==> config.mk <==
export PLATFORM = sky130hd
export DESIGN_NAME = autokey_cipher_unit
export DESIGN_NICKNAME = d
export VERILOG_FILES = /design/src/hdl/akc_pkg.sv /design/src/hdl/akc_front.sv /design/src/hdl/akc_queue.sv /design/src/hdl/akc_back.sv /design/src/hdl/autokey_cipher_unit.sv
export VERILOG_INCLUDE_DIRS = /design/src /design/src/hdl
export SDC_FILE = /design/constraint.sdc
export NUM_CORES = 1
export LEC_CHECK = 0
export ABC_AREA = 1
export BUFFER_PORTS_ARGS = -buffer_cell sky130_fd_sc_hd__buf_2
export CORE_ASPECT_RATIO = 0.7
export CORE_UTILIZATION = 40
export DETAILED_ROUTE_END_ITERATION = 10
export SYNTH_ARGS = -nofsm -noshare
export SYNTH_HDL_FRONTEND = slang
export SYNTH_SLANG_ARGS = --single-unit
export TNS_END_PERCENT = 5
==> constraint.sdc <==
create_clock -name i_clk -period 14.3 [get_ports i_clk]
set_clock_uncertainty 0.05 [all_clocks]
set_input_delay 2.86 -clock i_clk [delete_from_list [all_inputs] [get_ports i_clk]]
set_output_delay 2.86 -clock i_clk [all_outputs]
set_load 0.05 [all_outputs]
==> src/hdl/assert_macros.svh <==
// Assertion macros shared by the autokey cipher RTL.
// No dependencies; files that assert include this header by name.
`ifndef ASSERT_MACROS_SVH
`define ASSERT_MACROS_SVH

`ifndef SYNTH
// Overlapping implication: cons must hold in the cycle where ante holds.
`define AKC_ASSERT_IMP(lbl, clk, rstn, ante, cons) \
    lbl: assert property (@(posedge clk) disable iff (!(rstn)) (ante) |-> (cons)) \
        else $error("akc assertion failed");
// Next-cycle implication: cons must hold in the cycle after ante.
`define AKC_ASSERT_NXT(lbl, clk, rstn, ante, cons) \
    lbl: assert property (@(posedge clk) disable iff (!(rstn)) (ante) |=> (cons)) \
        else $error("akc assertion failed");
`else
`define AKC_ASSERT_IMP(lbl, clk, rstn, ante, cons)
`define AKC_ASSERT_NXT(lbl, clk, rstn, ante, cons)
`endif

`endif

==> src/hdl/akc_pkg.sv <==
// Shared types and constants for the autokey cipher unit.
// No dependencies; imported by every module of the block.
`timescale 1ns / 1ps

package akc_pkg;

    // Longest initial key, and the plaintext history depth
    localparam int KEY_MAX  = 16;
    localparam int HIST_AW  = $clog2(KEY_MAX);
    localparam int POS_W    = $clog2(KEY_MAX + 1);
    localparam int CFG_IDX_W = 2;
    localparam int CFG_DW   = 64;

    // Queue between front and back
    localparam int QDEPTH   = 2;

    // Character constants
    localparam logic [7:0] CH_LA = 8'h61;  // 'a'
    localparam logic [7:0] CH_LZ = 8'h7A;  // 'z'
    localparam logic [7:0] CH_UA = 8'h41;  // 'A'
    localparam logic [7:0] CH_UZ = 8'h5A;  // 'Z'
    localparam logic [5:0] ALPHA = 6'd26;

    // Configuration register indexes
    typedef enum logic [CFG_IDX_W-1:0] {
        CFG_DIRECTION  = 2'd0,
        CFG_KEY_LENGTH = 2'd1,
        CFG_KEY_LOW    = 2'd2,
        CFG_KEY_HIGH   = 2'd3
    } t_cfg_idx;

    // Configuration as seen by front and back
    typedef struct packed {
        logic                      decrypt;
        logic [POS_W-1:0]          eff_len;    // 1..KEY_MAX
        logic [KEY_MAX-1:0][7:0]   key_chars;  // char 0 in entry 0
    } t_cfg;

    // One classified byte waiting for the back end
    typedef struct packed {
        logic [7:0]         text;
        logic               use_key;   // key char from config, else history
        logic [7:0]         key_char;
        logic [HIST_AW-1:0] rd_idx;    // history entry holding the key char
        logic [HIST_AW-1:0] wr_idx;    // history entry for this plaintext
    } t_job;

endpackage

==> src/hdl/akc_front.sv <==
// Front end: accepts input beats, tracks message position and ring pointer,
// and classifies each byte's key source. Depends on akc_pkg.
`timescale 1ns / 1ps
`include "assert_macros.svh"

module akc_front (
    input  logic            i_clk,
    input  logic            i_rst_n,
    input  akc_pkg::t_cfg   i_cfg,
    input  logic            i_accept,
    input  logic [7:0]      i_text,
    input  logic            i_start,
    output akc_pkg::t_job   o_job
);
    import akc_pkg::*;

    logic [POS_W-1:0]   r_pos, n_pos;
    logic [HIST_AW-1:0] r_rp, n_rp;
    logic [POS_W-1:0]   pos_cur;

    // Position of this byte within its message
    assign pos_cur = i_start ? '0 : r_pos;

    // Job fields
    always_comb begin
        o_job.text     = i_text;
        o_job.use_key  = (pos_cur < i_cfg.eff_len);
        o_job.key_char = i_cfg.key_chars[pos_cur[HIST_AW-1:0]];
        o_job.rd_idx   = r_rp - i_cfg.eff_len[HIST_AW-1:0];
        o_job.wr_idx   = r_rp;
    end

    // Position saturates at KEY_MAX; ring pointer wraps
    always_comb begin
        n_pos = r_pos;
        n_rp  = r_rp;
        if (i_accept) begin
            n_pos = (pos_cur < POS_W'(KEY_MAX)) ? pos_cur + 1'b1 : pos_cur;
            n_rp  = r_rp + 1'b1;
        end
    end

    always_ff @(posedge i_clk) begin
        if (!i_rst_n) begin
            r_pos <= '0;
            r_rp  <= '0;
        end else begin
            r_pos <= n_pos;
            r_rp  <= n_rp;
        end
    end

    `AKC_ASSERT_IMP(a_pos_bound, i_clk, i_rst_n, 1'b1, r_pos <= POS_W'(KEY_MAX))
    `AKC_ASSERT_NXT(a_rp_step, i_clk, i_rst_n, i_accept, r_rp == ($past(r_rp) + 1'b1))

endmodule

==> src/hdl/akc_queue.sv <==
// Short FIFO of classified jobs between front and back ends.
// Depends on akc_pkg.
`timescale 1ns / 1ps
`include "assert_macros.svh"

module akc_queue (
    input  logic            i_clk,
    input  logic            i_rst_n,
    input  logic            i_push,
    input  akc_pkg::t_job   i_job,
    output logic            o_full,
    input  logic            i_pop,
    output logic            o_valid,
    output akc_pkg::t_job   o_job
);
    import akc_pkg::*;

    localparam int PTR_W = $clog2(QDEPTH);
    localparam int CNT_W = $clog2(QDEPTH + 1);

    t_job             r_mem [QDEPTH];
    logic [PTR_W-1:0] r_wr, r_rd;
    logic [CNT_W-1:0] r_count, n_count;

    assign o_full  = (r_count == CNT_W'(QDEPTH));
    assign o_valid = (r_count != '0);
    assign o_job   = r_mem[r_rd];

    always_comb begin
        n_count = r_count;
        if (i_push && !i_pop) begin
            n_count = r_count + 1'b1;
        end else if (!i_push && i_pop) begin
            n_count = r_count - 1'b1;
        end
    end

    // Storage
    always_ff @(posedge i_clk) begin
        if (i_push) begin
            r_mem[r_wr] <= i_job;
        end
    end

    // Pointers and fill count
    always_ff @(posedge i_clk) begin
        if (!i_rst_n) begin
            r_wr    <= '0;
            r_rd    <= '0;
            r_count <= '0;
        end else begin
            r_count <= n_count;
            if (i_push) begin
                r_wr <= (r_wr == PTR_W'(QDEPTH - 1)) ? '0 : r_wr + 1'b1;
            end
            if (i_pop) begin
                r_rd <= (r_rd == PTR_W'(QDEPTH - 1)) ? '0 : r_rd + 1'b1;
            end
        end
    end

    `AKC_ASSERT_IMP(a_count_bound, i_clk, i_rst_n, 1'b1, r_count <= CNT_W'(QDEPTH))
    `AKC_ASSERT_IMP(a_no_overflow, i_clk, i_rst_n, o_full, !i_push)

endmodule

==> src/hdl/akc_back.sv <==
// Back end: resolves the key char, shifts the byte, updates the plaintext
// history and holds the output register. Depends on akc_pkg.
`timescale 1ns / 1ps
`include "assert_macros.svh"

module akc_back (
    input  logic            i_clk,
    input  logic            i_rst_n,
    input  akc_pkg::t_cfg   i_cfg,
    input  logic            i_job_valid,
    input  akc_pkg::t_job   i_job,
    output logic            o_pop,
    output logic            o_out_valid,
    input  logic            i_out_ready,
    output logic [7:0]      o_text_out
);
    import akc_pkg::*;

    logic [7:0] r_hist [KEY_MAX];
    logic       r_out_valid;
    logic [7:0] r_text_out;

    logic [7:0] key;
    logic [4:0] shift;
    logic       is_lower, is_upper;
    logic [7:0] base;
    logic [5:0] off, sum, wrapped;
    logic [7:0] res, plain;

    // Take a job when the output register is free or being drained
    assign o_pop = i_job_valid && (!r_out_valid || i_out_ready);

    // Key char, then its shift amount
    always_comb begin
        key   = i_job.use_key ? i_job.key_char : r_hist[i_job.rd_idx];
        shift = '0;
        if (key >= CH_LA && key <= CH_LZ) begin
            shift = 5'(key - CH_LA);
        end else if (key >= CH_UA && key <= CH_UZ) begin
            shift = 5'(key - CH_UA);
        end
    end

    // Shift within the byte's own case, mod 26
    always_comb begin
        is_lower = (i_job.text >= CH_LA) && (i_job.text <= CH_LZ);
        is_upper = (i_job.text >= CH_UA) && (i_job.text <= CH_UZ);
        base     = is_lower ? CH_LA : CH_UA;
        off      = 6'(i_job.text - base);
        if (i_cfg.decrypt) begin
            sum = off + ALPHA - {1'b0, shift};
        end else begin
            sum = off + {1'b0, shift};
        end
        wrapped = (sum >= ALPHA) ? sum - ALPHA : sum;
        res     = (is_lower || is_upper) ? base + {2'b00, wrapped} : i_job.text;
        plain   = i_cfg.decrypt ? res : i_job.text;
    end

    // Plaintext history ring
    always_ff @(posedge i_clk) begin
        if (o_pop) begin
            r_hist[i_job.wr_idx] <= plain;
        end
    end

    // Output register
    always_ff @(posedge i_clk) begin
        if (!i_rst_n) begin
            r_out_valid <= 1'b0;
        end else if (o_pop) begin
            r_out_valid <= 1'b1;
        end else if (i_out_ready) begin
            r_out_valid <= 1'b0;
        end
    end

    always_ff @(posedge i_clk) begin
        if (o_pop) begin
            r_text_out <= res;
        end
    end

    assign o_out_valid = r_out_valid;
    assign o_text_out  = r_text_out;

    `AKC_ASSERT_NXT(a_pop_fills, i_clk, i_rst_n, o_pop, r_out_valid)

endmodule

==> src/hdl/autokey_cipher_unit.sv <==
// Top level of the autokey cipher unit: configuration registers, front end,
// job queue and back end. Depends on akc_pkg, akc_front, akc_queue, akc_back.
//
//   channel   direction  handshake                   payload
//   input     in         i_in_valid / o_in_ready     i_text_in, i_message_start
//   output    out        o_out_valid / i_out_ready   o_text_out
//   config    in         i_cfg_we (no wait)          i_cfg_index, i_cfg_data
//
// One byte per cycle sustained while i_out_ready is high; o_out_valid rises after
// the queue registers the job and back resolves and registers the result.
// The back end reads and writes the 16-entry plaintext ring once per byte.
// Reset is synchronous, active low; no clearing pass is needed.
// An output stall fills the two-entry queue, then drops o_in_ready.
`timescale 1ns / 1ps

module autokey_cipher_unit (
    input  logic                             i_clk,
    input  logic                             i_rst_n,
    input  logic                             i_in_valid,
    output logic                             o_in_ready,
    input  logic [7:0]                       i_text_in,
    input  logic                             i_message_start,
    output logic                             o_out_valid,
    input  logic                             i_out_ready,
    output logic [7:0]                       o_text_out,
    input  logic                             i_cfg_we,
    input  logic [akc_pkg::CFG_IDX_W-1:0]    i_cfg_index,
    input  logic [akc_pkg::CFG_DW-1:0]       i_cfg_data
);
    import akc_pkg::*;

    logic              r_direction;
    logic [4:0]        r_key_length;
    logic [63:0]       r_key_low, r_key_high;
    t_cfg              cfg;

    logic              q_full, q_valid, accept, pop;
    t_job              front_job, back_job;

    // Configuration registers
    always_ff @(posedge i_clk) begin
        if (!i_rst_n) begin
            r_direction  <= 1'b0;
            r_key_length <= 5'd1;
            r_key_low    <= '0;
            r_key_high   <= '0;
        end else if (i_cfg_we) begin
            unique case (t_cfg_idx'(i_cfg_index))
                CFG_DIRECTION:  r_direction  <= i_cfg_data[0];
                CFG_KEY_LENGTH: r_key_length <= i_cfg_data[4:0];
                CFG_KEY_LOW:    r_key_low    <= i_cfg_data[63:0];
                CFG_KEY_HIGH:   r_key_high   <= i_cfg_data[63:0];
            endcase
        end
    end

    // Effective key length clamped to 1..KEY_MAX
    always_comb begin
        cfg.decrypt   = r_direction;
        cfg.key_chars = {r_key_high, r_key_low};
        if (r_key_length == '0) begin
            cfg.eff_len = POS_W'(1);
        end else if (r_key_length > 5'(KEY_MAX)) begin
            cfg.eff_len = POS_W'(KEY_MAX);
        end else begin
            cfg.eff_len = POS_W'(r_key_length);
        end
    end

    assign o_in_ready = !q_full;
    assign accept     = i_in_valid && !q_full;

    akc_front u_front (
        .i_clk   (i_clk),
        .i_rst_n (i_rst_n),
        .i_cfg   (cfg),
        .i_accept(accept),
        .i_text  (i_text_in),
        .i_start (i_message_start),
        .o_job   (front_job)
    );

    akc_queue u_queue (
        .i_clk   (i_clk),
        .i_rst_n (i_rst_n),
        .i_push  (accept),
        .i_job   (front_job),
        .o_full  (q_full),
        .i_pop   (pop),
        .o_valid (q_valid),
        .o_job   (back_job)
    );

    akc_back u_back (
        .i_clk       (i_clk),
        .i_rst_n     (i_rst_n),
        .i_cfg       (cfg),
        .i_job_valid (q_valid),
        .i_job       (back_job),
        .o_pop       (pop),
        .o_out_valid (o_out_valid),
        .i_out_ready (i_out_ready),
        .o_text_out  (o_text_out)
    );

endmodule
After elaboration in Yosys (flattened, before gate mapping):

Memories as Yosys holds them, arrays and structs flattened. A register that Yosys moved wholly into a read port is not among the register bits.
Cells that the tools add are included.

* bits in registers: 156
* RAM bits: 178
* input port bits: 80
* output and inout port bits: 10
* word-level logic and storage cells: 94
* memories: 2

Memories
* u_back.r_hist: depth 16, width 8, rd ports 1, clocked after Yosys merged registers in 0, wr ports 1, RTL line akc_back.sv:19 `logic [7:0] r_hist [KEY_MAX];`
* u_queue.r_mem: depth 2, width 25, rd ports 1, clocked after Yosys merged registers in 1, wr ports 1, RTL line akc_queue.sv:21 `t_job r_mem [QDEPTH];`

* add/subtract/negate cells: 15
* magnitude comparators: 13
* eq/ne operators: 4
* multiplexer cells: 26
* reductions and logical operators: 23

Operator list (count)
* binary-select mux 8 bit (select 4 bit): 1
* >= comparator 8 x 7 -> 1 bit, second input constant: 4
* <= comparator 8 x 7 -> 1 bit, second input constant: 4
* two-way mux 8 bit: 4
* two-way mux 5 bit: 6
* two-way mux 6 bit: 3
* two-way mux 1 bit: 10
* subtractor 5 x 1 -> 5 bit, second input constant: 2
* adder 8 x 6 -> 8 bit: 1
* logical AND 1 bit: 8
* AND reduction 2 bit: 4
* adder 6 x 5 -> 6 bit: 1
* adder 6 x 5 -> 6 bit, second input constant: 1
* == test 2 bit, second input constant: 3
* >= comparator 6 x 5 -> 1 bit, second input constant: 1
* nonzero test 2 bit: 3
* subtractor 6 x 5 -> 6 bit: 1
* subtractor 6 x 5 -> 6 bit, second input constant: 1
* subtractor 6 bit: 1
* adder 5 x 1 -> 5 bit, second input constant: 1
* greater-than comparator 5 bit, second input constant: 1
* logical NOT 5 bit: 1
* less-than comparator 4 x 5 -> 1 bit, second input constant: 1
* less-than comparator 5 bit: 1
* other kinds (11): 17

Depth between registers and ports, before layout:

An unclocked memory read counts as a cell.

* depth after elaboration: 13
* depth in mapped cells: 39
* depth with buffers taken out: 38

Hierarchy:

A second synthesis with hierarchy kept.

* cells, all modules: 2122
* area, all modules: 17056.4 um^2

Modules (own cells, without submodules)
* akc_back: times used 1, cells each 643, area an instance 6959.2 um^2, sequential area each 4103.9 um^2
* autokey_cipher_unit: times used 1, cells each 863, area an instance 5477.8 um^2, sequential area each 2682.6 um^2
* akc_front: times used 1, cells each 503, area an instance 2482.4 um^2, sequential area each 180.2 um^2
* akc_queue: times used 1, cells each 113, area an instance 2137.0 um^2, sequential area each 1601.5 um^2

Least setup slack after synthesis:

Ideal clock, no wire load.

* path kind: register to register
* from: register (tool-made name)
* to: memory u_back.r_hist[0][6] (data pin)
* setup time: 0.302 ns
* data arrival time: 4.970 ns
* path slack: 8.978 ns
* cell stages (with the launch flop): 30
* buffers on the path: 2
* path through: dfxtp_1 buf_6 nand2_1 nand2_2 buf_2 nand2_1 a32o_1 o211ai_1 nand2_1 o21ai_1 inv_1 ha_1 nand3_1 nor3_1 nor2_1 nand2_2 nor2_1 ha_1 ha_1 fa_1 xnor2_1 nand2_1 nand2_1 a21oi_1 nand2_1 o31ai_1 ha_1 nand3_2 o21ai_0 a31oi_1

RTL lines (RTL line)
* to (decl): akc_back.sv:19

==> results.md <==
* Fin Hold WS at 0.3930 ns
* Wire per inst at 18.42 um
* Hpwl dp at 27260 um
* Critical path class: reg -> reg
* Die extent in y at 164.3 um
* LEAKAGE at 6.563 nW
* CTS Hold Bufs at 0
* Largest area contributor in the netlist: edfxtp_1
* Max Slew Vio Count at 0
* Final Cycle Share at 0.5338
* Post-synth top cells: 282 x o21ai_0, 264 x nor2_1, 186 x edfxtp_1
* Ys async rst share at 0
* Worst-case reg-to-reg path depth at 31
* Syn Area/Cell at 9.095 um2
* Synth cell types at 45
* Placeable Area at 0.03713 mm2
* Initial antenna violation count at 1
* Post-Syn Area at 0.01506 mm2
* Synth top area share at 0.3709
* Register area share after synthesis at 0.5689
* R2R setup slack at 6.67 ns
* Routability Congestion at 0.8604
* Mapped Cells at 1656
* Hold Path Class: reg -> reg
* First-pass GRT wire length at 63790 um
* Worst skew pair latency at 0.54 ns
* CP dominant cell by count: nand2_1
* Total CTS buffers at 35
* First-pass detailed-route iteration total at 8
* Row cnt at 59
* Worst setup EP type: flip-flop
* #FFs+latches synth at 335
* Main synth FF type: edfxtp_1
* Clock Root Buffer: clkbuf_16
* Startpoint types: flip-flop
* # port buffers at 89
* Nets@finish at 1831
* H-Tree Depth at 2
* Routed Antenna Nets at 0
* Hold Violations, Final at 0
* Fmax at 0.1310 GHz
* Worst-margin pin slew at 1.131 ns
* Ports at 90
* Fill count at 3540
* Detailed Route Iter0 Violations at 1291
* Top post-synthesis cells by area: edfxtp_1 37%, dfxtp_1 20%, o21ai_0 9.4%, nor2_1 6.6%, nand2_1 3.9%
* Synth warn at 0
* Clock sinks at 335
* Slowest Stage Delay on Critical Path at 0.82 ns
* WL final at 41060 um
* Worst Path Arrival at 7.75 ns
* Layout cells sized above 1 at 0.1195
* Setup Buffers After CTS at 0
* Syn Nets at 1772
* Post-synth EDFFs at 186
* RSZ-0062 raised after global routing: no
* Initial core utilization at 0.4056
* Critical Path Slowest Stage Cell: a31oi_1
* Via count at 11820
* Worst-path fanout max at 53
* Status: finished with violations
* Reg clk slew, reported paths at 0.06 ns
* CTS resizes at 0
* End of the critical path: u_back.r_hist[11][6]
* Die area at 0.03844 mm2
* Max Cap Viol at 0
* Vias in the first global route at 10970
* Power Density at 217.4 mW/mm2
* Area Growth Syn to Fin at 13.33%
* Maximum vdd drop at 155.5 uV
* Total track usage at 0.2163
* FF-to-FF End: u_back.r_hist[11][6]
* Failing checks: design-rule violations
* Overflow after GRT at 0
* Tmin final at 7.633 ns
* Via density at 5.301
* Largest net degree at the start of global routing at 107
* Max Root-Sink Buffers at 3
* TritonCTS clock tree: done
* Slew headroom at 0.2422
* Setup TNS at 0 ns
* Chip Width at 233.9 um
* Required time worst endpoint at 14.42 ns
* Post-route DRC at 4
* Endpoints failing setup at 0
* Most common cell in the netlist: o21ai_0
## stage by stage
| step | util | std cells | power, W | instance area (um2) | setup WS (ns) |
|---|---|---|---|---|---|
| finish | 0.4597 | 2229 | 0.003711 | 17070 | 6.667 |
| global route | 0.4597 | 2229 | 0.003978 | 17070 | 5.912 |
| CTS | 0.4596 | 2228 | 0.003711 | 17070 | 6.665 |
| detailed placement | 0.4301 | 2166 | 0.002824 | 15970 | 6.720 |
| global placement | 0.4301 | 2166 | 0.002785 | 15970 | 7.041 |
| floorplan | - | 1656 | 0.002405 | 15060 | 8.978 |
## cell usage in the layout (no fill, tap or decap), types with 3 or more instances in the layout
cell type / count
o21ai_0: 282
nor2_1: 259
edfxtp_1: 186
nand2_1: 156
inv_1: 150
dfxtp_1: 149
a21oi_1: 110
buf_2: 88
nand3_1: 54
clkbuf_16: 35
ha_1: 33
o221ai_1: 29
buf_4: 24
o22ai_1: 13
o211ai_1: 13
nor3b_1: 12
o21ai_1: 11
xor2_1: 11
nand2_2: 10
nor3_1: 10
nand4_1: 10
clkinv_1: 8
or2_2: 7
clkbuf_1: 7
inv_2: 6
nor2_2: 6
nand3_2: 6
clkinv_2: 6
o31ai_1: 5
clkbuf_8: 5
xnor2_1: 3
nor3_2: 3
fa_1: 3
## how the worst min path moves through the flow
stage	from	endpoint	slack (ns)	depth (start not counted)
after global routing	r_key_high[40]	r_key_high[40]	0.40	2
after floorplan	r_key_high[10]	r_key_high[10]	0.37	2
after CTS	r_key_high[10]	r_key_high[10]	0.39	2
after global placement	r_key_high[40]	r_key_high[40]	0.38	2
final	r_key_high[10]	r_key_high[10]	0.39	2
after detailed placement	r_key_high[10]	r_key_high[10]	0.39	2
## power by group
part | internal (W) | switching, W | leakage (nW)
clock network | 0.000498 | 0.000382 | 0.539
logic | 0.000486 | 0.00112 | 3.10
registers | 0.00119 | 0.0000304 | 2.92
## registers in the layout, indices dropped and copies added, names as in the netlist, 2 cells and up, named ones only
register           cells
r_key_high            64
r_key_length           5
u_queue.r_mem         50
u_back.o_text_out      8
u_front.r_pos          5
r_key_low             64
u_back.r_hist        128
u_queue.r_count        2
u_front.r_rp           4
## kinds of logic after synthesis
family          Yosys count  share of synthesized area
buf+inv                 250                    0.06455
simple gates            542                     0.1525
compound gates          477                     0.1731
mux                       2                   0.001329
xor+xnor                 14                   0.008142
flops                   335                     0.5689
fa+ha+maj                36                    0.03140
## layout make-up
| cell class | instances | area [um2] | area share |
|---|---|---|---|
| clock buffer | 47 | 970.9 | 0.05688 |
| multi-input combinational | 1071 | 5569 | 0.3263 |
| inverter | 160 | 600.6 | 0.03519 |
| clock inverter | 15 | 126.4 | 0.007404 |
| sequential | 335 | 8568 | 0.5020 |
| tap | 488 | 610.6 | 0.03577 |
| timing repair buffer | 112 | 620.6 | 0.03636 |
| antenna | 1 | 2.502 | 0.0001466 |
## metal layers
layer / global-route usage / vias up / share of wire
met1: 0.3428 / 5551 / 0.51
met5: 0 / - / 0
met2: 0.2899 / 403 / 0.39
met4: 0.05579 / 0 / 0.018
li1: - / 5803 / -
met3: 0.04688 / 58 / 0.081
## critical path: cells and delay by family, from the launching register on
family / cells / cell delay [ns]
flops: 1 / 0.31
xor+xnor: 1 / 0.15
compound gates: 6 / 2.07
fa+ha+maj: 5 / 1.48
simple gates: 14 / 1.50
buf+inv: 5 / 1.63
Note: power is estimated with default switching activity, not from simulation.
